File: src/hw/rtl/sid_pkg.sv
`timescale 1ns / 1ps

package sid_pkg;

  // status codes
  localparam logic [1:0] ST_OK        = 2'd0;
  localparam logic [1:0] ST_TRUNCATED = 2'd1;
  localparam logic [1:0] ST_UNKNOWN   = 2'd2;

  // format codes
  localparam logic [3:0] FMT_ALU3    = 4'd0;
  localparam logic [3:0] FMT_ALU2    = 4'd1;
  localparam logic [3:0] FMT_ALU1    = 4'd2;
  localparam logic [3:0] FMT_ISETP   = 4'd3;
  localparam logic [3:0] FMT_FSETP   = 4'd4;
  localparam logic [3:0] FMT_LOAD    = 4'd5;
  localparam logic [3:0] FMT_STORE   = 4'd6;
  localparam logic [3:0] FMT_TEXTURE = 4'd7;
  localparam logic [3:0] FMT_S2R     = 4'd8;
  localparam logic [3:0] FMT_PREDREG = 4'd9;
  localparam logic [3:0] FMT_EXIT    = 4'd10;
  localparam logic [3:0] FMT_BRANCH  = 4'd11;
  localparam logic [3:0] FMT_SYNC    = 4'd12;
  localparam logic [3:0] FMT_UNKNOWN = 4'd13;

  localparam logic [6:0] OP_NOP  = 7'd64;
  localparam logic [7:0] ID_MUFU = 8'h06;

  // memory space codes
  localparam logic [2:0] SPACE_GENERIC = 3'd4;

  // instruction sizes in bytes
  localparam logic [4:0] SIZE_SHORT = 5'd8;
  localparam logic [4:0] SIZE_LONG  = 5'd16;

  localparam int IN_W  = 160;
  localparam int OUT_W = 120;

  typedef struct packed {
    logic [1:0]  status;
    logic [3:0]  format_code;
    logic [6:0]  opcode_code;
    logic [4:0]  inst_size;
    logic [6:0]  dest_reg;
    logic [6:0]  src0_reg;
    logic [6:0]  src1_reg;
    logic [6:0]  src2_reg;
    logic [5:0]  pred_pair;
    logic [6:0]  flag_bits;
    logic [26:0] aux_bits;
    logic [31:0] jump_target;
  } sid_result_t;

  // format of an opcode id, unknown for unlisted ids
  function automatic logic [3:0] fmt_of_id(input logic [7:0] id);
    logic [3:0] f;
    f = FMT_UNKNOWN;
    case (id)
      8'h00, 8'h10, 8'h11, 8'h73, 8'h74, 8'h75:                  f = FMT_ALU3;
      8'h01, 8'h02, 8'h03, 8'h04, 8'h05,
      8'h12, 8'h13, 8'h14, 8'h15, 8'h16,
      8'h18, 8'h19, 8'h1A, 8'h1B,
      8'h20, 8'h21, 8'h22, 8'h31:                                f = FMT_ALU2;
      8'h06, 8'h07, 8'h08, 8'h09, 8'h0A, 8'h0B, 8'h0C, 8'h0D,
      8'h1C, 8'h1D, 8'h1E, 8'h1F:                                f = FMT_ALU1;
      8'h17:                                                     f = FMT_ISETP;
      8'h30:                                                     f = FMT_FSETP;
      8'h40, 8'h41, 8'h42, 8'h43, 8'h44:                         f = FMT_LOAD;
      8'h50, 8'h51, 8'h52, 8'h53:                                f = FMT_STORE;
      8'h60, 8'h61, 8'h62, 8'h63, 8'h64:                         f = FMT_TEXTURE;
      8'h70:                                                     f = FMT_S2R;
      8'h71, 8'h72:                                              f = FMT_PREDREG;
      8'h80, 8'h85, 8'h86, 8'h87, 8'h88:                         f = FMT_EXIT;
      8'h81, 8'h82:                                              f = FMT_BRANCH;
      8'h83, 8'h84:                                              f = FMT_SYNC;
      default:                                                   f = FMT_UNKNOWN;
    endcase
    return f;
  endfunction

  // dense opcode number: rank of the id among the listed ids
  function automatic logic [6:0] op_of_id(input logic [7:0] id);
    logic [6:0] lo;
    logic [6:0] op;
    lo = id[6:0];
    op = OP_NOP;
    if (id <= 8'h0D)                       op = lo;
    else if (id >= 8'h10 && id <= 8'h22)   op = lo - 7'h10 + 7'd14;
    else if (id >= 8'h30 && id <= 8'h31)   op = lo - 7'h30 + 7'd33;
    else if (id >= 8'h40 && id <= 8'h44)   op = lo - 7'h40 + 7'd35;
    else if (id >= 8'h50 && id <= 8'h53)   op = lo - 7'h50 + 7'd40;
    else if (id >= 8'h60 && id <= 8'h64)   op = lo - 7'h60 + 7'd44;
    else if (id >= 8'h70 && id <= 8'h75)   op = lo - 7'h70 + 7'd49;
    else if (id >= 8'h80 && id <= 8'h88)   op = (id[6:0] - 7'h00) + 7'd55;
    return op;
  endfunction

endpackage

File: src/hw/rtl/sid_decode.sv
`timescale 1ns / 1ps

module sid_decode import sid_pkg::*; (
  input  logic [63:0]  word0,
  input  logic [63:0]  word1,
  input  logic [31:0]  pc,
  input  logic [31:0]  prog_len,
  output sid_result_t  result
);

  logic [32:0] end8;
  logic [32:0] end16;
  logic        truncated;
  logic [63:0] w1;
  logic [7:0]  id;
  logic [3:0]  fmt;
  logic [2:0]  space;
  logic [31:0] offset;

  // bounds against the program length, no wrap
  assign end8      = {1'b0, pc} + 33'd8;
  assign end16     = {1'b0, pc} + 33'd16;
  assign truncated = end8 > {1'b0, prog_len};
  assign w1        = (end16 > {1'b0, prog_len}) ? 64'd0 : word1;

  assign id  = word0[12:5];
  assign fmt = fmt_of_id(id);

  // memory space, raw codes above generic fold onto generic
  assign space  = (w1[47:45] > SPACE_GENERIC) ? SPACE_GENERIC : w1[47:45];
  // branch offset in 8-byte units, sign extended
  assign offset = {{15{word0[26]}}, word0[26:13], 3'b000};

  always_comb begin
    result             = '0;
    result.status      = ST_OK;
    result.format_code = fmt;
    result.opcode_code = op_of_id(id);
    result.inst_size   = SIZE_SHORT;
    unique case (fmt)
      FMT_ALU3, FMT_ALU2, FMT_ALU1: begin
        result.src0_reg     = word0[19:13];
        result.dest_reg     = {1'b0, word0[44:39]};
        result.flag_bits[5] = 1'b1;
        if (fmt != FMT_ALU1) begin
          result.src1_reg     = word0[26:20];
          result.flag_bits[0] = word0[45];
          result.flag_bits[1] = word0[46];
          result.flag_bits[2] = word0[47];
          result.flag_bits[4] = word0[49];
        end
        if (fmt == FMT_ALU3) begin
          result.src2_reg     = word0[33:27];
          result.flag_bits[3] = word0[48];
        end
        if (fmt == FMT_ALU1 && id == ID_MUFU) begin
          result.aux_bits[26:23] = word0[54:51];
        end
      end
      FMT_ISETP, FMT_FSETP: begin
        result.src0_reg     = word0[19:13];
        result.src1_reg     = word0[26:20];
        result.pred_pair    = {word0[42:40], word0[35:33]};
        result.flag_bits[0] = word0[45];
        result.flag_bits[1] = word0[46];
        result.flag_bits[5] = (fmt == FMT_FSETP);
        result.flag_bits[6] = 1'b1;
      end
      FMT_LOAD, FMT_STORE: begin
        result.inst_size      = SIZE_LONG;
        result.dest_reg       = word0[19:13];
        result.src0_reg       = {1'b0, word0[44:39]};
        result.aux_bits[7:0]  = word0[34:27];
        result.aux_bits[10:8] = space;
      end
      FMT_TEXTURE: begin
        result.inst_size       = SIZE_LONG;
        result.dest_reg        = word0[19:13];
        result.src0_reg        = word0[33:27];
        result.aux_bits[16:11] = word0[44:39];
        result.aux_bits[22:17] = w1[49:44];
      end
      FMT_S2R, FMT_PREDREG: begin
        result.dest_reg = word0[19:13];
        result.src0_reg = {1'b0, word0[44:39]};
      end
      FMT_BRANCH, FMT_SYNC: begin
        result.jump_target    = end8[31:0] + offset;
        result.pred_pair[2:0] = word0[35:33];
      end
      FMT_UNKNOWN: begin
        result.status = ST_UNKNOWN;
      end
      default: begin
      end
    endcase

    // truncated instruction clears everything but the status
    if (truncated) begin
      result        = '0;
      result.status = ST_TRUNCATED;
    end
  end

endmodule

File: src/hw/rtl/shader_instruction_decoder_unit.sv
`timescale 1ns / 1ps

// Shader instruction decoder. Takes one instruction item per cycle (first
// word, second word, pc) and returns one decoded result item per input item,
// in order. Throughput is one item per clock while out_tready holds high;
// the input register and the result register lie around the single-pass
// decode (an opcode table lookup, field selection and one 32-bit branch add).
// The program length register must be written while no item is in flight;
// its reset value of 0 makes every instruction decode as truncated.
module shader_instruction_decoder_unit import sid_pkg::*; (
  input  logic             clk,
  input  logic             rst_n,
  input  logic             cfg_we,
  input  logic [31:0]      cfg_wdata,
  input  logic             in_tvalid,
  output logic             in_tready,
  // word0 [63:0], word1 [127:64], pc [159:128]
  input  logic [IN_W-1:0]  in_tdata,
  output logic             out_tvalid,
  input  logic             out_tready,
  // status [1:0], format_code [5:2], opcode_code [12:6], inst_size [17:13],
  // dest_reg [24:18], src0_reg [31:25], src1_reg [38:32], src2_reg [45:39],
  // pred_pair [51:46], flag_bits [58:52], aux_bits [85:59],
  // jump_target [117:86], zero pad [119:118]
  output logic [OUT_W-1:0] out_tdata
);

  logic [31:0]  prog_len_r;
  logic         in_valid_r;
  logic [63:0]  word0_r;
  logic [63:0]  word1_r;
  logic [31:0]  pc_r;
  logic         out_valid_r;
  sid_result_t  res_r;
  sid_result_t  res_nxt;
  logic         advance;

  // configuration register
  always_ff @(posedge clk) begin
    if (!rst_n) begin
      prog_len_r <= '0;
    end else if (cfg_we) begin
      prog_len_r <= cfg_wdata;
    end
  end

  // handshake: each stage moves when the one after it has room
  assign advance   = !out_valid_r || out_tready;
  assign in_tready = !in_valid_r || advance;

  // input register
  always_ff @(posedge clk) begin
    if (!rst_n) begin
      in_valid_r <= 1'b0;
    end else if (in_tready) begin
      in_valid_r <= in_tvalid;
    end
  end

  always_ff @(posedge clk) begin
    if (in_tready && in_tvalid) begin
      word0_r <= in_tdata[63:0];
      word1_r <= in_tdata[127:64];
      pc_r    <= in_tdata[159:128];
    end
  end

  sid_decode u_decode (
    .word0    (word0_r),
    .word1    (word1_r),
    .pc       (pc_r),
    .prog_len (prog_len_r),
    .result   (res_nxt)
  );

  // result register
  always_ff @(posedge clk) begin
    if (!rst_n) begin
      out_valid_r <= 1'b0;
    end else if (advance) begin
      out_valid_r <= in_valid_r;
    end
  end

  always_ff @(posedge clk) begin
    if (advance && in_valid_r) begin
      res_r <= res_nxt;
    end
  end

  assign out_tvalid = out_valid_r;
  assign out_tdata  = {2'b00,
                       res_r.jump_target,
                       res_r.aux_bits,
                       res_r.flag_bits,
                       res_r.pred_pair,
                       res_r.src2_reg,
                       res_r.src1_reg,
                       res_r.src0_reg,
                       res_r.dest_reg,
                       res_r.inst_size,
                       res_r.opcode_code,
                       res_r.format_code,
                       res_r.status};

endmodule
File: config.mk
export PLATFORM = sky130hd
export DESIGN_NAME = shader_instruction_decoder_unit
export DESIGN_NICKNAME = d
export VERILOG_FILES = /design/src/hw/rtl/sid_pkg.sv /design/src/hw/rtl/sid_decode.sv /design/src/hw/rtl/shader_instruction_decoder_unit.sv
export SDC_FILE = /design/constraint.sdc
export NUM_CORES = 1
export LEC_CHECK = 0
export BUFFER_PORTS_ARGS = -buffer_cell sky130_fd_sc_hd__buf_2
export CORE_AREA = 2 2 215 217
export DETAILED_ROUTE_END_ITERATION = 8
export DIE_AREA = 0 0 217 219
export PLACE_DENSITY = 0.48
export SLEW_MARGIN = 10
export SYNTH_ARGS = -nofsm -noshare
export SYNTH_HDL_FRONTEND = slang
export SYNTH_SLANG_ARGS = --single-unit
export TNS_END_PERCENT = 100
File: constraint.sdc
create_clock -name clk -period 12.9 [get_ports clk]
set_clock_uncertainty 0.05 [all_clocks]
set_input_delay 1.29 -clock clk [delete_from_list [all_inputs] [get_ports clk]]
set_output_delay 1.29 -clock clk [all_outputs]
set_load 0.02 [all_outputs]
After elaboration in Yosys (flattened, before gate mapping)
Memories as Yosys holds them, arrays and structs flattened. A register that Yosys moved wholly into a read port is not among the register bits.
Index checks and enable logic that the tools add are counted.

word-level totals
  bits in registers = 289
  bits of input ports = 197
  ROM bits = 1024
  memories = 1
  logic and storage cells = 138
  output and inout bits = 122

cells by class
  eq/ne operators = 14
  reduce and logical (&&, ||, !) cells = 34
  multiplexer cells = 21
  bitwise operators = 9
  magnitude comparators = 18
  add/subtract/negate cells = 16

memories
  memory           words  width  rd ports  clocked after memory_dff  wr ports  RTL line       source
  (no name shown)  256    4      1         1                         0         sid_pkg.sv:58  case (id)

operator list
  kind                                                                                 count
  33-bit by 32-bit greater-than comparator with 1-bit output                           2
  7-bit two-way mux                                                                    9
  48-bit two-way mux                                                                   1
  7-bit by 6-bit adder with 7-bit output, second input constant                        6
  32-bit by 4-bit adder with 33-bit output, second input constant                      1
  32-bit by 5-bit adder with 33-bit output, second input constant                      1
  32-bit adder                                                                         1
  8-bit by 7-bit greater-or-equal comparator with 1-bit output, second input constant  4
  8-bit by 7-bit <= comparator with 1-bit output, second input constant                4
  7-bit one-hot mux with 2 select lines                                                2
  7-bit subtractor, second input constant                                              4
  7-bit one-hot mux with 3 select lines                                                1
  3-bit OR reduction                                                                   7
  4-bit == test, second input constant                                                 5
  4-bit by 3-bit == test with 1-bit output, second input constant                      4
  8-bit by 6-bit <= comparator with 1-bit output, second input constant                2
  2-bit OR reduction                                                                   8
  1-bit logical AND                                                                    10
  5-bit OR reduction                                                                   2
  1-bit inverter                                                                       9
  4-bit by 2-bit == test with 1-bit output, second input constant                      2
  8-bit by 3-bit == test with 1-bit output, second input constant                      1
  8-bit by 5-bit greater-or-equal comparator with 1-bit output, second input constant  1
  8-bit by 6-bit greater-or-equal comparator with 1-bit output, second input constant  1
  20 further kinds                                                                     24

Longest topological paths before layout
  depth after elaboration = 10
  gate-level depth with buffers = 18
  depth with buffers taken out = 16

Modules after synthesis
Synthesis repeated with hierarchy kept, for this count alone.

unflattened totals
  cells, all modules = 1256
  area, all modules = 15645.0 um^2

modules (own cells, without submodules)
  module                           instances  cells each  sequential area each (um^2)  area an instance (um^2)
  shader_instruction_decoder_unit  1          393         9028.7                       9694.3
  sid_decode                       1          863         0.0                          5950.7

Least setup slack after synthesis
OpenSTA, ideal clock, no wires.

  kind = input to register
  start point = input port out_tready
  end point = register res_r (netlist bit out_tdata[0]) (enable)
  required time = 12246 ps
  arrival = 6410 ps
  buffers on the path = 0
  setup slack = 5836 ps
  cell stages on the path = 2
  path through = nor2b_1 > nor2b_1

on the way
  word-level cells in the longest chain between the ends = 2

RTL lines
  what                  RTL line                               source
  from (decl)           shader_instruction_decoder_unit.sv:20  input logic out_tready,
  1-bit logical OR      shader_instruction_decoder_unit.sv:48  assign advance = !out_valid_r || out_tready;
  1-bit logical AND     shader_instruction_decoder_unit.sv:86  if (advance && in_valid_r) begin
  to (signal assigned)  shader_instruction_decoder_unit.sv:87  res_r <= res_nxt;
  to (decl)             shader_instruction_decoder_unit.sv:34  sid_result_t res_r;

No other way between the ends.
A chain may end at the register's enable or synchronous reset.

Final worst setup path
  start point = register pc_r[4]
  end point = register res_r (netlist bit out_tdata[38]) (data pin)

on the way
  word-level cells in the longest chain between the ends = 2

RTL lines
  what                                                        RTL line                               source
  from (decl)                                                 shader_instruction_decoder_unit.sv:32  logic [31:0] pc_r;
  from (signal assigned)                                      shader_instruction_decoder_unit.sv:64  pc_r <= in_tdata[159:128];
  32-bit by 4-bit adder with 33-bit output                    sid_decode.sv:21                       assign end8 = {1'b0, pc} + 33'd8;
  33-bit by 32-bit greater-than comparator with 1-bit output  sid_decode.sv:23                       assign truncated = end8 > {1'b0, prog_len};

No other way between the ends.

==> metrics.md <==
| Metric | Value |
|---|---|
| Max Slew Vio Count | 0 |
| Leakage | ~6.6 nW |
| Starting Density | between 20% and 30% |
| Yosys cell types | 76 |
| Net Sw Frac | about 28% |
| Root buf cell | clkbuf_16 |
| TritonCTS buffer count | 28 |
| Die Wd | around 220 um |
| Overall routing resource usage | 16.2% |
| Max Cap Viol | 0 |
| Setup violations, final | 0 |
| Async SR Flop Fraction | 0% |
| CP Launch Point | pc_r[4]$_DFFE_PP_ |
| Unrepaired setup endpoints after global routing | false |
| Post-Synthesis Cell Area | approximately 0.013 mm2 |
| Fillers | 4599 |
| Cell row count | 78 |
| Critical Path Sink Type | flop |
| Worst hold slack | between 0.4 and 0.5 ns |
| Power per cell area | around 130 mW/mm2 |
| I/O pin total | 319 |
| Comb power frac | between 15 and 20% |
| Worst skew pair latency | a little under 0.6 ns |
| Post-route setup TNS | 0 ns |
| FMAX | roughly 190 MHz |
| Cell count after synthesis | 1248 |
| Slew margin rel. | between 20% and 30% |
| Worst IR Drop VDD | slightly below 100 uV |
| Worst setup SP type | flop |
| Clk pin slew, worst setup/hold paths | about 0.060 ns |
| Hold-fix buffers, CTS | 0 |
| Die area | roughly 0.048 mm2 |
| # Post-CTS Setup Buffers | 0 |
| Drt wl/cell | between 15 and 20 um |
| CP arrival | about 5.5 ns |
| GP Congestion | a little under 0.9 |
| Reg2reg setup slack | about 7.6 ns |
| DRC viols | 0 |
| Synth Flop Type | edfxtp_1 |
| DP Worst Slack | 7.55 ns |
| Worst-Margin Slew | 1.10 ns |
| Layout Nets | 1803 |
| Final core utilization | 36.2% |
| CP endpoint | out_tdata[38]$_SDFFCE_PP0P_ |
| Routed Antenna Nets | 0 |
| Resize count post-CTS | 0 |
| Sequential fraction of design power | 43.6% |
| Setup WS post-layout | about 7.6 ns |
| Fin crit period | between 5 and 6 ns |
| Sw power | ~580 uW |
| Vias per cell | ~4.8 |
| Endpoints failing hold | 0 |
| Share of cells above drive strength 1 | about a fifth |
| Dpl cells | ~2100 |
| Critical path class | reg2reg |
| Worst r2r src | pc_r[4]$_DFFE_PP_ |
| CTS H-Tree Depth | 1 |
| Int Power | about 1.5 mW |
| Core box area | 0.0451 mm2 |
| Number of global-route vias before repair | 9843 |
| Non-Filler Instances | about 2100 |
| Area grow syn2layout | 21.2% |
| Reg area | slightly below 0.007 mm2 |
| Clock Power Share | between 30% and 40% |
| Via count | slightly above 10000 |
| Largest net degree at the start of global routing | just under 80 |
| Detail Placement HPWL | 30.1 mm |
| First DRT Iteration DRCs | 560 |
| Antenna violations before repair | 1 |
| Status | finished clean |
| Chip height | between 200 and 250 um |
| Multi-input logic area | between 0.006 and 0.007 mm2 |
| Global route total overflow | 0 |
| Syn avg cell area | about 11 um2 |
| RR Endpoint | out_tdata[38]$_SDFFCE_PP0P_ |
| Max Fanout on Critical Path | 31 |
| First-pass GRT wire length | slightly below 60 mm |
| Worst EP required | between 10 and 15 ns |
| FF+latch count, synth | between 200 and 250 |
| Worst min path class | reg2reg |
| Post-synth EDFFs | approximately 200 |
| CTS tree | yes |
| Max clock buf depth | 3 |
| Pre-antenna DRT Iters | 5 |
| CTS Sinks | between 200 and 250 |
| Fin crit share | approximately two fifths |
| Drt total wl | roughly 39 mm |
| Port bufs | around 240 |
| Syn. warnings | 0 |
| R2R depth | 17 |
| Sequential cell area fraction in the yosys report | 50.0% |
-- layer usage --
metal / vias up / part of all wire [%] / GRT usage [%]
li1: 5039 / - / -
met2: 233 / 45 / 26.0
met1: 4809 / 49 / 23.2
met5: - / 0 / 0
met3: 37 / 4.8 / 2.45
met4: 0 / 1.3 / 2.79
-- synthesized netlist by cell type, drive strengths merged (5+ instances only) --
cell | n | area, um2
o21ai | 45 | 229
nor4 | 6 | 43.8
or3 | 5 | 31.3
and2 | 33 | 206
edfxtp | 199 | 5980
a221oi | 5 | 56.3
a31oi | 7 | 43.8
o211ai | 10 | 75.1
a22oi | 15 | 113
o21a | 7 | 52.6
nor3 | 30 | 176
xnor2 | 52 | 455
nand4 | 21 | 131
a21o | 31 | 233
ha | 112 | 1400
a21oi | 59 | 299
nand2 | 86 | 323
nor2b | 41 | 257
a21boi | 5 | 37.5
clkbuf | 13 | 48.8
xor2 | 27 | 236
mux2 | 5 | 56.3
and4 | 10 | 87.6
and3 | 18 | 113
a211oi | 11 | 82.6
nand2b | 6 | 37.5
mux2i | 41 | 410
nor2 | 123 | 464
buf | 23 | 126
nand3 | 40 | 200
inv | 76 | 285
dfxtp | 38 | 761
-- area by class of cell --
class | count | share of cell area [%]
antenna | 1 | 0.0153
multi-input combinational | 902 | 38.6
inverter | 77 | 1.78
sequential | 237 | 41.2
timing repair buffer | 247 | 7.72
tap | 600 | 4.60
clock buffer | 38 | 5.01
clock inverter | 13 | 1.06
-- flip-flops by register name (all words and copies together) (netlist names) --
name,cells
u_decode.fmt,4
out_tvalid,1
word1_r,6
pc_r,32
word0_r,46
in_valid_r,1
prog_len_r,32
out_tdata,115
-- stage by stage --
| stage | cell area [um2] | power (mW) |
|---|---|---|
| 2_1_floorplan | 13500 | 1.17 |
| 3_3_place_gp | 15300 | 1.28 |
| 3_5_place_dp | 15300 | 1.29 |
| 4_1_cts | 16300 | 2.14 |
| 5_1_grt | 16300 | 2.20 |
| 6_report | 16300 | 2.10 |
-- how the worst min path moves through the flow --
stage	start	depth (start not counted)	end
2_1_floorplan	in_valid_r$_SDFFE_PN0N_	1	out_tvalid$_SDFFE_PN0P_
5_1_grt	prog_len_r[28]$_SDFFE_PN0P_	2	prog_len_r[28]$_SDFFE_PN0P_
6_report	word0_r[53]$_DFFE_PP_	1	out_tdata[84]$_SDFFCE_PP0P_
3_3_place_gp	in_valid_r$_SDFFE_PN0N_	1	out_tvalid$_SDFFE_PN0P_
4_1_cts	word0_r[53]$_DFFE_PP_	1	out_tdata[84]$_SDFFCE_PP0P_
3_5_place_dp	in_valid_r$_SDFFE_PN0N_	1	out_tvalid$_SDFFE_PN0P_
-- critical path, cell delays in order (launching register included) --
cell	delay [ns]
edfxtp_1	0.46
ha_1	0.26
nand3_1	0.19
nor2_2	0.36
nand2_1	0.23
nor2_1	0.27
nand4_1	0.15
xnor2_1	0.42
ha_1	0.21
nand4_1	0.16
nor3_2	0.35
nand3_1	0.18
a21oi_1	0.29
a2111oi_4	0.12
o21ai_2	0.14
buf_4	0.37
nand2b_1	0.62
nor3_1	0.15
-- power by group through the flow --
stage | clock network, mW | registers [mW] | logic, mW
after global placement | 0 | 0.931 | 0.353
after floorplan | 0 | 0.948 | 0.217
after CTS | 0.862 | 0.916 | 0.357
after detailed placement | 0 | 0.932 | 0.355
after global routing | 0.886 | 0.921 | 0.394
final | 0.830 | 0.915 | 0.352
-- cells by family after synthesis --
group,Yosys count,synth area share (%)
other,1,0.0278
adders and majority gates,113,10.5
buffers and inverters,113,3.44
muxes,46,3.46
AOI/OAI and AO/OA,227,11.3
and+or+nand+nor,432,16.1
xor gates and xnor gates,79,5.13
DFF,237,50.0
-- layout by cell type, fill, tap and decap left out, drive strengths merged, types with 45 or more instances in the layout --
cell type,n
buf,247
edfxtp,199
nor2,123
ha,112
nand2,86
inv,77
a21oi,59
xnor2,52
o21ai,45
No activity file was read; power rests on OpenSTA's default activity.
